==> src/rau_pkg.sv <==
// Shared types, widths and codes for the rational arithmetic unit.
// No dependencies; every other file imports this package.
`timescale 1ns / 1ps

package rau_pkg;

    localparam int OPERAND_BITS = 16;
    // Widest working value: sum of two products plus sign.
    localparam int MAG_W        = 2 * OPERAND_BITS + 1;
    localparam int CNT_W        = $clog2(MAG_W + 1);
    localparam int PROD_W       = 2 * OPERAND_BITS;
    localparam int RES_NUM_W    = 33;
    localparam int RES_DEN_W    = 32;
    localparam int MODE_W       = 3;

    typedef logic [MODE_W-1:0]              t_mode;
    typedef logic signed [OPERAND_BITS-1:0] t_opnd;
    typedef logic signed [MAG_W-1:0]        t_wide;
    typedef logic [MAG_W-1:0]               t_mag;

    localparam t_mode MODE_ADD = 3'd0;
    localparam t_mode MODE_SUB = 3'd1;
    localparam t_mode MODE_MUL = 3'd2;
    localparam t_mode MODE_DIV = 3'd3;
    localparam t_mode MODE_EQU = 3'd4;

    typedef enum logic [3:0] {
        S_IDLE,
        S_GCD_START,
        S_GCD_WAIT,
        S_DIV_START,
        S_DIV_WAIT,
        S_STORE,
        S_MUL0,
        S_MUL1,
        S_MUL2,
        S_MUL3,
        S_DONE
    } t_state;

    typedef enum logic [1:0] {
        PH_LEFT,
        PH_RIGHT,
        PH_RESULT
    } t_phase;

    // Handshake between sequencer and an iterative unit.
    typedef struct packed {
        logic start;
    } t_unit_ctl;

    typedef struct packed {
        logic busy;
        logic done;
    } t_unit_sts;

    function automatic t_mag magnitude(input t_wide v);
        magnitude = v[MAG_W-1] ? t_mag'(-v) : t_mag'(v);
    endfunction

endpackage

==> src/rau_gcd.sv <==
// Iterative binary gcd, one subtract-or-shift step per cycle.
// Depends on rau_pkg.
`timescale 1ns / 1ps

module rau_gcd
    import rau_pkg::*;
(
    input  logic      i_clk,
    input  logic      i_rst_n,
    input  t_unit_ctl i_ctl,
    input  t_mag      i_a,
    input  t_mag      i_b,
    output t_unit_sts o_sts,
    output t_mag      o_gcd
);

    logic             r_busy, n_busy;
    logic             r_done, n_done;
    t_mag             r_a, n_a;
    t_mag             r_b, n_b;
    t_mag             r_g, n_g;
    logic [CNT_W-1:0] r_k, n_k;

    always_comb begin
        n_busy = r_busy;
        n_done = 1'b0;
        n_a    = r_a;
        n_b    = r_b;
        n_g    = r_g;
        n_k    = r_k;
        if (i_ctl.start) begin
            n_busy = 1'b1;
            n_a    = i_a;
            n_b    = i_b;
            n_k    = '0;
        end else if (r_busy) begin
            if (r_a == '0) begin
                n_g    = r_b << r_k;
                n_busy = 1'b0;
                n_done = 1'b1;
            end else if (r_b == '0) begin
                n_g    = r_a << r_k;
                n_busy = 1'b0;
                n_done = 1'b1;
            end else if (!r_a[0] && !r_b[0]) begin
                n_a = r_a >> 1;
                n_b = r_b >> 1;
                n_k = r_k + 1'b1;
            end else if (!r_a[0]) begin
                n_a = r_a >> 1;
            end else if (!r_b[0]) begin
                n_b = r_b >> 1;
            end else if (r_a >= r_b) begin
                n_a = (r_a - r_b) >> 1;
            end else begin
                n_b = (r_b - r_a) >> 1;
            end
        end
    end

    always_ff @(posedge i_clk) begin
        if (!i_rst_n) begin
            r_busy <= 1'b0;
            r_done <= 1'b0;
        end else begin
            r_busy <= n_busy;
            r_done <= n_done;
        end
        r_a <= n_a;
        r_b <= n_b;
        r_g <= n_g;
        r_k <= n_k;
    end

    assign o_sts.busy = r_busy;
    assign o_sts.done = r_done;
    assign o_gcd      = r_g;

endmodule

==> src/rau_div.sv <==
// Restoring unsigned divider, one quotient bit per cycle.
// Depends on rau_pkg.
`timescale 1ns / 1ps

module rau_div
    import rau_pkg::*;
(
    input  logic      i_clk,
    input  logic      i_rst_n,
    input  t_unit_ctl i_ctl,
    input  t_mag      i_dividend,
    input  t_mag      i_divisor,
    output t_unit_sts o_sts,
    output t_mag      o_quot
);

    logic             r_busy, n_busy;
    logic             r_done, n_done;
    t_mag             r_q, n_q;
    t_mag             r_dvs, n_dvs;
    logic [MAG_W:0]   r_rem, n_rem;
    logic [CNT_W-1:0] r_cnt, n_cnt;
    logic [MAG_W:0]   trial;

    always_comb begin
        n_busy = r_busy;
        n_done = 1'b0;
        n_q    = r_q;
        n_dvs  = r_dvs;
        n_rem  = r_rem;
        n_cnt  = r_cnt;
        trial  = {r_rem[MAG_W-1:0], r_q[MAG_W-1]};
        if (i_ctl.start) begin
            n_busy = 1'b1;
            n_q    = i_dividend;
            n_dvs  = i_divisor;
            n_rem  = '0;
            n_cnt  = '0;
        end else if (r_busy) begin
            if (trial >= {1'b0, r_dvs}) begin
                n_rem = trial - {1'b0, r_dvs};
                n_q   = {r_q[MAG_W-2:0], 1'b1};
            end else begin
                n_rem = trial;
                n_q   = {r_q[MAG_W-2:0], 1'b0};
            end
            n_cnt = r_cnt + 1'b1;
            if (r_cnt == CNT_W'(MAG_W - 1)) begin
                n_busy = 1'b0;
                n_done = 1'b1;
            end
        end
    end

    always_ff @(posedge i_clk) begin
        if (!i_rst_n) begin
            r_busy <= 1'b0;
            r_done <= 1'b0;
        end else begin
            r_busy <= n_busy;
            r_done <= n_done;
        end
        r_q   <= n_q;
        r_dvs <= n_dvs;
        r_rem <= n_rem;
        r_cnt <= n_cnt;
    end

    assign o_sts.busy = r_busy;
    assign o_sts.done = r_done;
    assign o_quot     = r_q;

endmodule

==> src/rational_arithmetic_unit.sv <==
// Top level: sequencer, shared multiplier and output register of the
// rational arithmetic unit. Depends on rau_pkg, rau_gcd and rau_div.
`timescale 1ns / 1ps
//
//  Channel | Direction | Handshake                   | Payload
//  --------+-----------+-----------------------------+-------------------------------
//  in      | input     | i_in_valid / o_in_stall     | i_mode, i_left_num, i_left_den,
//          |           |                             | i_right_num, i_right_den
//  out     | output    | o_out_valid / i_out_stall   | o_result_num, o_result_den,
//          |           |                             | o_is_equal, o_zero_den_fixed
//
//  Each transfer in runs three reductions (left, right, result): each
//  runs the binary gcd and then two divisions on the shared divider, and
//  the products pass through the multiplier states S_MUL0 to S_MUL3.
//  Equality and unused modes skip the products and the result reduction.
//  Reset (i_rst_n low, synchronous) idles the sequencer and empties the
//  output register. o_in_stall is high while an item is in work; a held
//  result waits in the output register and does not block the next input.

module rational_arithmetic_unit
    import rau_pkg::*;
(
    input  logic                        i_clk,
    input  logic                        i_rst_n,
    input  logic                        i_in_valid,
    output logic                        o_in_stall,
    input  logic [MODE_W-1:0]           i_mode,
    input  logic signed [OPERAND_BITS-1:0] i_left_num,
    input  logic signed [OPERAND_BITS-1:0] i_left_den,
    input  logic signed [OPERAND_BITS-1:0] i_right_num,
    input  logic signed [OPERAND_BITS-1:0] i_right_den,
    output logic                        o_out_valid,
    input  logic                        i_out_stall,
    output logic signed [RES_NUM_W-1:0] o_result_num,
    output logic signed [RES_DEN_W-1:0] o_result_den,
    output logic                        o_is_equal,
    output logic                        o_zero_den_fixed
);

    t_state r_state, n_state;
    t_phase r_phase, n_phase;

    // Item registers
    t_mode  r_mode, n_mode;
    t_opnd  r_rn_in, n_rn_in;        // right operand, held until its turn
    t_opnd  r_rd_in, n_rd_in;
    t_opnd  r_a, n_a;                // canonical left
    t_opnd  r_b, n_b;
    t_opnd  r_c, n_c;                // canonical right
    t_opnd  r_d, n_d;
    t_wide  r_wn, n_wn;              // fraction being reduced
    t_wide  r_wd, n_wd;
    t_mag   r_g, n_g;
    logic   r_div_sel, n_div_sel;    // 0: numerator, 1: denominator
    logic   r_fixed, n_fixed;
    logic   r_eq, n_eq;
    logic signed [PROD_W-1:0] r_prod, n_prod;
    logic signed [PROD_W-1:0] r_p0, n_p0;

    // Output register
    logic   r_ovalid, n_ovalid;
    t_wide  r_onum, n_onum;
    t_wide  r_oden, n_oden;
    logic   r_oeq, n_oeq;
    logic   r_ofix, n_ofix;

    // Shared units
    t_unit_ctl gcd_ctl, div_ctl;
    t_unit_sts gcd_sts, div_sts;
    t_mag      gcd_val, div_quot, div_num;
    t_opnd     mul_x, mul_y;
    logic      in_xfer, out_free;
    logic      neg_sel;

    rau_gcd u_gcd (
        .i_clk   (i_clk),
        .i_rst_n (i_rst_n),
        .i_ctl   (gcd_ctl),
        .i_a     (magnitude(r_wn)),
        .i_b     (magnitude(r_wd)),
        .o_sts   (gcd_sts),
        .o_gcd   (gcd_val)
    );

    rau_div u_div (
        .i_clk      (i_clk),
        .i_rst_n    (i_rst_n),
        .i_ctl      (div_ctl),
        .i_dividend (div_num),
        .i_divisor  (r_g),
        .o_sts      (div_sts),
        .o_quot     (div_quot)
    );

    assign div_num  = r_div_sel ? magnitude(r_wd) : magnitude(r_wn);
    assign neg_sel  = r_div_sel ? r_wd[MAG_W-1] : r_wn[MAG_W-1];
    assign in_xfer  = i_in_valid && !o_in_stall;
    assign out_free = !r_ovalid || !i_out_stall;

    // Multiplier operand select: products a*d / a*c first, then c*b (add and
    // subtract only), then the denominator b*d (or b*c when dividing).
    always_comb begin
        mul_x = '0;
        mul_y = '0;
        case (r_state)
            S_MUL0: begin
                mul_x = r_a;
                mul_y = (r_mode == MODE_MUL) ? r_c : r_d;
            end
            S_MUL1: begin
                if (r_mode == MODE_ADD || r_mode == MODE_SUB) begin
                    mul_x = r_c;
                    mul_y = r_b;
                end
            end
            S_MUL2: begin
                mul_x = r_b;
                mul_y = (r_mode == MODE_DIV) ? r_c : r_d;
            end
            default: begin
                mul_x = '0;
                mul_y = '0;
            end
        endcase
    end

    always_comb begin
        n_state   = r_state;
        n_phase   = r_phase;
        n_mode    = r_mode;
        n_rn_in   = r_rn_in;
        n_rd_in   = r_rd_in;
        n_a       = r_a;
        n_b       = r_b;
        n_c       = r_c;
        n_d       = r_d;
        n_wn      = r_wn;
        n_wd      = r_wd;
        n_g       = r_g;
        n_div_sel = r_div_sel;
        n_fixed   = r_fixed;
        n_eq      = r_eq;
        n_prod    = mul_x * mul_y;
        n_p0      = r_p0;
        n_ovalid  = r_ovalid && i_out_stall;
        n_onum    = r_onum;
        n_oden    = r_oden;
        n_oeq     = r_oeq;
        n_ofix    = r_ofix;
        gcd_ctl.start = 1'b0;
        div_ctl.start = 1'b0;
        o_in_stall = (r_state != S_IDLE);

        unique case (r_state)
            S_IDLE: begin
                if (in_xfer) begin
                    n_mode  = i_mode;
                    n_rn_in = i_right_num;
                    n_rd_in = i_right_den;
                    n_wn    = t_wide'(i_left_num);
                    n_wd    = (i_left_den == '0) ? t_wide'(1) : t_wide'(i_left_den);
                    n_fixed = (i_left_den == '0);
                    n_eq    = 1'b0;
                    n_phase = PH_LEFT;
                    n_state = S_GCD_START;
                end
            end
            S_GCD_START: begin
                gcd_ctl.start = 1'b1;
                n_state       = S_GCD_WAIT;
            end
            S_GCD_WAIT: begin
                if (gcd_sts.done) begin
                    n_g       = gcd_val;
                    n_div_sel = 1'b0;
                    n_state   = S_DIV_START;
                end
            end
            S_DIV_START: begin
                div_ctl.start = 1'b1;
                n_state       = S_DIV_WAIT;
            end
            S_DIV_WAIT: begin
                if (div_sts.done) begin
                    if (!r_div_sel) begin
                        n_wn      = neg_sel ? -t_wide'(div_quot) : t_wide'(div_quot);
                        n_div_sel = 1'b1;
                        n_state   = S_DIV_START;
                    end else begin
                        n_wd    = neg_sel ? -t_wide'(div_quot) : t_wide'(div_quot);
                        n_state = S_STORE;
                    end
                end
            end
            S_STORE: begin
                case (r_phase)
                    PH_LEFT: begin
                        n_a     = t_opnd'(r_wn);
                        n_b     = t_opnd'(r_wd);
                        n_wn    = t_wide'(r_rn_in);
                        n_wd    = (r_rd_in == '0) ? t_wide'(1) : t_wide'(r_rd_in);
                        n_fixed = r_fixed || (r_rd_in == '0);
                        n_phase = PH_RIGHT;
                        n_state = S_GCD_START;
                    end
                    PH_RIGHT: begin
                        n_c = t_opnd'(r_wn);
                        n_d = t_opnd'(r_wd);
                        if (r_mode == MODE_EQU) begin
                            n_eq    = (r_a == t_opnd'(r_wn)) && (r_b == t_opnd'(r_wd));
                            n_wn    = '0;
                            n_wd    = '0;
                            n_state = S_DONE;
                        end else if (r_mode > MODE_EQU) begin
                            n_wn    = '0;
                            n_wd    = '0;
                            n_state = S_DONE;
                        end else begin
                            n_state = S_MUL0;
                        end
                    end
                    default: begin
                        n_state = S_DONE;
                    end
                endcase
            end
            S_MUL0: begin
                n_state = S_MUL1;
            end
            S_MUL1: begin
                n_p0    = r_prod;
                n_state = S_MUL2;
            end
            S_MUL2: begin
                if (r_mode == MODE_SUB) begin
                    n_wn = t_wide'(r_p0) - t_wide'(r_prod);
                end else begin
                    n_wn = t_wide'(r_p0) + t_wide'(r_prod);
                end
                n_state = S_MUL3;
            end
            S_MUL3: begin
                // Dividing by a zero fraction gives a zero denominator; it becomes one, flagged.
                if (r_prod == '0) begin
                    n_wd    = t_wide'(1);
                    n_fixed = 1'b1;
                end else begin
                    n_wd = t_wide'(r_prod);
                end
                n_phase = PH_RESULT;
                n_state = S_GCD_START;
            end
            S_DONE: begin
                if (out_free) begin
                    n_ovalid = 1'b1;
                    n_onum   = r_wn;
                    n_oden   = r_wd;
                    n_oeq    = r_eq;
                    n_ofix   = r_fixed;
                    n_state  = S_IDLE;
                end
            end
        endcase
    end

    always_ff @(posedge i_clk) begin
        if (!i_rst_n) begin
            r_state  <= S_IDLE;
            r_phase  <= PH_LEFT;
            r_ovalid <= 1'b0;
        end else begin
            r_state  <= n_state;
            r_phase  <= n_phase;
            r_ovalid <= n_ovalid;
        end
        r_mode    <= n_mode;
        r_rn_in   <= n_rn_in;
        r_rd_in   <= n_rd_in;
        r_a       <= n_a;
        r_b       <= n_b;
        r_c       <= n_c;
        r_d       <= n_d;
        r_wn      <= n_wn;
        r_wd      <= n_wd;
        r_g       <= n_g;
        r_div_sel <= n_div_sel;
        r_fixed   <= n_fixed;
        r_eq      <= n_eq;
        r_prod    <= n_prod;
        r_p0      <= n_p0;
        r_onum    <= n_onum;
        r_oden    <= n_oden;
        r_oeq     <= n_oeq;
        r_ofix    <= n_ofix;
    end

    assign o_out_valid      = r_ovalid;
    assign o_result_num     = RES_NUM_W'(r_onum);
    assign o_result_den     = RES_DEN_W'(r_oden);
    assign o_is_equal       = r_oeq;
    assign o_zero_den_fixed = r_ofix;

    // The sequencer leaves idle after every input transfer.
    a_leave_idle: assert property (@(posedge i_clk) disable iff (!i_rst_n)
        in_xfer |=> r_state != S_IDLE)
        else $error("input transfer did not start the sequencer");

    // gcd and divider never run together.
    a_units_exclusive: assert property (@(posedge i_clk) disable iff (!i_rst_n)
        !(gcd_sts.busy && div_sts.busy))
        else $error("gcd and divider busy together");

    // A zero denominator only appears with a zero numerator (equality and unused modes).
    a_zero_den: assert property (@(posedge i_clk) disable iff (!i_rst_n)
        o_out_valid && o_result_den == '0 |-> o_result_num == '0)
        else $error("zero denominator on an arithmetic result");

    // A true equality result carries no fraction.
    a_eq_fields: assert property (@(posedge i_clk) disable iff (!i_rst_n)
        o_out_valid && o_is_equal |-> o_result_num == '0 && o_result_den == '0)
        else $error("equality result with non-zero fraction");

endmodule

==> config.mk <==
export PLATFORM = sky130hd
export DESIGN_NAME = rational_arithmetic_unit
export DESIGN_NICKNAME = d
export VERILOG_FILES = /design/src/rau_pkg.sv /design/src/rau_gcd.sv /design/src/rau_div.sv /design/src/rational_arithmetic_unit.sv
export SDC_FILE = /design/constraint.sdc
export NUM_CORES = 2
export LEC_CHECK = 0
export BUFFER_PORTS_ARGS = -buffer_cell sky130_fd_sc_hd__buf_2
export CAP_MARGIN = 0
export CORE_MARGIN = 2
export CORE_UTILIZATION = 30
export DETAILED_ROUTE_END_ITERATION = 10
export REMOVE_ABC_BUFFERS = 1
export SETUP_SLACK_MARGIN = 0.02
export SYNTH_ARGS = -nofsm -noshare
export SYNTH_HDL_FRONTEND = slang
export SYNTH_HIERARCHICAL = 1
export SYNTH_SLANG_ARGS = --single-unit
==> constraint.sdc <==
create_clock -name i_clk -period 8.1 [get_ports i_clk]
set_clock_uncertainty 0.15 [all_clocks]
set_input_delay 1.215 -clock i_clk [delete_from_list [all_inputs] [get_ports i_clk]]
set_output_delay 1.215 -clock i_clk [all_outputs]
set_load 0.005 [all_outputs]
Word level (Yosys, flattened, before mapping)

Cells that the tools add are included.

Bits in registers: 553
Logic and storage cells: 229
Input port bits: 71

Add/sub/neg operators: 10
Mux-type cells: 86
Bitwise operators: 6
Shift operators: 2
Reduce and logical (&&, ||, !) cells: 50
$mul: 1
Equality and inequality tests: 35
Magnitude comparators: 3

Operator list:

| cell                 | count |
|---|---|
| $mux W33             | 37 |
| $pmux W33 S4         | 2 |
| $pmux W33 S2         | 2 |
| $neg A33 Y33         | 3 |
| $sub A33 B33 Y33     | 3 |
| $pmux W16 S3         | 2 |
| $logic_not A33 Y1    | 2 |
| $shl A33 B6 Y33      | 2 |
| $mux W16             | 4 |
| $pmux W4 S11         | 1 |
| $ge A34 B33 Y1       | 1 |
| $add A32 B32 Y33     | 1 |
| $ge A33 B33 Y1       | 1 |
| $sub A32 B32 Y33     | 1 |
| $eq A16 B16 Y1       | 2 |
| $logic_not A16 Y1    | 2 |
| $logic_not A32 Y1    | 1 |
| $mul A16 B16 Y32     | 1 |
| $mux W1              | 24 |
| $mux W4              | 6 |
| $reduce_and A4 Y1    | 5 |
| $ne A2 B2 Y1 const B | 9 |
| $eq A4 B3 Y1 const B | 4 |
| $ne A4 B4 Y1 const B | 4 |
| 33 further kinds     | 73 |

Longest topological paths before layout

Depth after elaboration: 9
Mapped depth: 31
Gate-level depth less buffers: 28

By module

The synthesis kept the hierarchy.

Modules (own cells, without submodules):

| module                   | cells an instance | times used | seq. area each (sq um) | area an instance (sq um) |
|---|---|---|---|---|
| rational_arithmetic_unit | 2607              | 1          | 9789.4                 | 27037.2 |
| rau_gcd                  | 1339              | 1          | 3133.0                 | 10764.1 |
| rau_div                  | 556               | 1          | 2802.7                 | 6005.8 |

Least setup slack after synthesis

No wires, ideal clock.

Kind: register to register
From: reg r_mode[2]
To: reg r_prod[31]
Stages on the path, launching flop included: 29
Buffers on the path: 4
Period minus slack after synthesis: 7.793 ns
Data required time: 7.878 ns
Arrival time: 7.571 ns
Slack: 0.307 ns
Setup time: 0.072 ns
Path through: edfxtp_1 -> clkbuf_1 -> nand3b_1 -> clkbuf_1 -> buf_1 -> mux2i_1 -> o22ai_1 -> a21oi_1 -> clkbuf_1 -> nor2_1 -> fa_1 -> inv_1 -> fa_1 -> inv_1 -> fa_1 -> fa_1 -> fa_1 -> inv_1 -> fa_1 -> inv_1 -> ha_1 -> or2_2 -> a21oi_1 -> a211oi_1 -> a211oi_1 -> o211a_1 -> o21bai_1 -> a21oi_1 -> xnor2_1

Cells in the longest elaborated chain, start to end: 5
Elaborated cells on any way between the ends: 12
Classes of those cells: mul (1); eq/ne (3); mux (6); reduce/logical (2)

Ends and longest elaborated chain:

| item                                                    | line                            | text |
|---|---|---|
| start: declaration                                      | rational_arithmetic_unit.sv:44  | `t_mode r_mode, n_mode;` |
| start signal: assignment                                | rational_arithmetic_unit.sv:276 | `r_mode <= n_mode;` |
| $eq A3 B1 Y1 / $logic_not A3 Y1 (equally long branches) | rational_arithmetic_unit.sv:111 | `if (r_mode == MODE_ADD \|\| r_mode == MODE_SUB) begin` |
| $logic_or A1 B1 Y1                                      | rational_arithmetic_unit.sv:111 |  |
| $mux W16                                                | rational_arithmetic_unit.sv:111 |  |
| $pmux W16 S3                                            | rational_arithmetic_unit.sv:105 | `case (r_state)` |
| $mul A16 B16 Y32 *                                      | rational_arithmetic_unit.sv:143 | `n_prod = mul_x * mul_y;` |
| via n_prod[31]                                          | rational_arithmetic_unit.sv:57  | `logic signed [PROD_W-1:0] r_prod, n_prod;` |
| end signal: assignment                                  | rational_arithmetic_unit.sv:289 | `r_prod <= n_prod;` |
| end: declaration                                        | rational_arithmetic_unit.sv:57  |  |

Mark *: on every way through the listed nets, which the timed path passes. The rest lies on a longest branch.
A chain may end at the register's enable or synchronous reset.

Final worst setup path

From: reg r_mode[0]
To: reg r_prod[30]

Same word-level chain as after synthesis.

==> flow_summary_export.csv <==
group,metric,value,unit
floorplan,die_area,149000,um^2
routing,drc,0,
pwr,netSwitchingFraction,0.3899,
pwr,p_switching,4.553,mW
logic_synthesis,syn_inst,4500,
job,drv_cap,0,
sta,hold_violations,0,
global_route,grt_pass1_wl,218200,um
global_route,grtUsageTotal,0.1926,
pwr,combPwrFrac,0.381,
pwr,p_seq_frac,0.341,
placed_design,gp_congestion,0.9810,
routing,routedWlPerCell,22.05,um
layout,area_delta_synth_final,12.52,%
clock_tree,cts_tree,"done",
setup_path,r2r_slack,400,ps
logic_synthesis,syn_area,43790,um^2
layout,drive_gt1_frac,0.1114,
sta,fmax,0.1299,GHz
sta,period_share,0.9503,
floorplan,die_width,386.1,um
floorplan,core.rowCount,140,
setup_path,worst-path-max-fanout,16,
clock_tree,clk_pin_slew,60,ps
clock_tree,htree_levels,3,
setup_path,slowest_stage,"fa_1",
logic_synthesis,ys_warn_count,6,
sta,finalSetupViolCount,0,
routing,drt_wl_total,144800,um
sta,worstMarginPinSlew,1101,ps
setup_path,critPathMaxStageDelay,560,ps
clock_tree,clock_latency,700,ps
sta,period_needed,7698,ps
placed_design,portBuffers,139,
routing,vias_per_cell,5.335,
sta,rsz0062_at_grt,"no",
routing,drt_pass1_iterations,8,
pwr,p_leak,20.04,nW
global_route,antenna_found_initial,4,
pwr,vdd_drop_max,0.0001503,V
setup_path,crit_path_frequent_cell,"fa_1",
floorplan,die_y,386.1,um
pwr,power,11.68,mW
run_status,outcome,"completed",
logic_synthesis,synth.avg_cell_area,9.732,um^2
setup_path,crit_required,8550,ps
setup_path,end_kind,"register",
placed_design,dpl.hpwl,112600,um
clock_tree,ctsLongestPathBuffers,3,
setup_path,crit_type,"register to register",
clock_tree,cts_root_buf,"clkbuf_16",
floorplan,top_level_ports,140,
sta,fin_tns_setup,0,ps
setup_path,cp.arrival,8140,ps
routing,ant_nets,0,
global_route,grt_overflow,0,
floorplan,start_util,0.3016,
sta,drv_slew,0,
routing,via_count,35048,
pwr,power_density,237.0,nW/um^2
layout,final_nets,5155,
min_path,hp-class,"register to register",
global_route,grt_max_degree,85,
clock_tree,postCtsHoldBufs,0,
setup_path,startpoint_type,"register",
sta,max_slew_margin,0.2631,
clock_tree,clock-sinks,553,
pwr,clkPwrFrac,0.279,
global_route,grt_pass1_vias,34213,
pwr,p_int,7.123,mW
floorplan,coreArea,145200,um^2
routing,dr.first_iter.drc_count,3479,
clock_tree,cts_made_buffers,66,
worst paths after layout:
| path | startpoint | end | cells after the start |
|---|---|---|---|
| setup / recovery | r_mode[0] | r_prod[30] | 29 |
| hold / removal | u_gcd/o_gcd[23] | r_g[23] | 0 |
| setup reg to reg | r_mode[0] | r_prod[30] | 29 |
| hold reg to reg | u_gcd/o_gcd[23] | r_g[23] | 0 |
metrics by stage:
stage               std cells  setup slack (ps)  utilization  cell area (um^2)  hold slack (ps)
global route             6565             25.77       0.3393             49270            269.1
detailed placement       6445             131.0       0.3229             46880            254.5
finish                   6569             402.4       0.3393             49280            262.7
CTS                      6565             120.8       0.3392             49250            260.6
floorplan                4286             -4256            -             42890            250.3
global placement         6445             220.3       0.3229             46880            251.2
metal layers:
| layer | up-vias | share of wire | global-route usage |
|---|---|---|---|
| met2 | 1427 | 0.46 | 0.3050 |
| met5 | - | 0.000090 | 0 |
| met4 | 2 | 0.052 | 0.09497 |
| met1 | 17344 | 0.42 | 0.2564 |
| li1 | 16002 | - | - |
| met3 | 273 | 0.070 | 0.02875 |
worst max-delay path, delay by kind of cell (launching register included):
family / cells / cell delay, ps
buffers and inverters: 8 / 1140
flip-flops: 1 / 380
adder cells (fa/ha/maj): 7 / 3490
multiplexers: 1 / 220
AND/OR/NAND/NOR: 3 / 670
XOR/XNOR: 1 / 130
AO/OA/AOI/OAI: 9 / 1440
sequential cells by signal, summed over array words and instances, names as in the netlist, 32 cells and up:
signal	count
r_g	33
u_div/r_dvs	33
r_wn	33
u_gcd/r_b	33
u_gcd/o_gcd	33
u_div/r_rem	33
u_div/o_quot	33
o_result_num	33
r_oden	32
r_wd	33
u_gcd/r_a	33
r_p0	32
r_prod	32
placed cells by master, fill, tap and decap left out, drive strengths merged, types with 25 or more instances in the layout:
cell    instances
nand3          53
a211o          27
inv           511
buf           242
o21a           25
o21ai         205
fa            266
ha            222
nor2b          37
edfxtp        465
mux2i          85
xor2           96
or2            25
and2           34
dfxtp          88
nor2          414
nand2         388
a22oi          43
clkinv         27
a221oi         45
o31ai          43
clkbuf         77
a21oi         266
mux2           73
nor4           41
a31oi          44
o22ai          34
nand4          32
a211oi         58
xnor2         207
a21o           90
nand2b         50
nor3           58
power by group through the flow:
stage,registers [mW],logic (mW),clock network (mW)
5_1_grt,3.99,4.86,3.43
2_1_floorplan,3.80,3.26,0
4_1_cts,3.96,4.39,3.33
3_5_place_dp,4.02,4.35,0
3_3_place_gp,4.01,4.34,0
6_report,3.98,4.44,3.25
final cells by class:
| class | instances | area [um^2] |
|---|---|---|
| clock inverters | 43 | 631.9 |
| inverters | 508 | 1907 |
| fillers | 14745 | 95940 |
| well taps | 1917 | 2399 |
| diodes | 4 | 10.01 |
| repair buffers | 242 | 1494 |
| flip-flops and latches | 553 | 15730 |
| clock buffers | 77 | 1734 |
| multi-input cells | 3225 | 25370 |
repair_timing:
| item | 4_1_cts | 5_1_grt |
|---|---|---|
| resized for setup | 0 | 7 |
| setup endpoints to repair | 0 | 9 |
| setup buffers | 0 | 0 |
| endpoints found under the hold margin | 0 | 0 |
(Power assumes the default switching activity.)
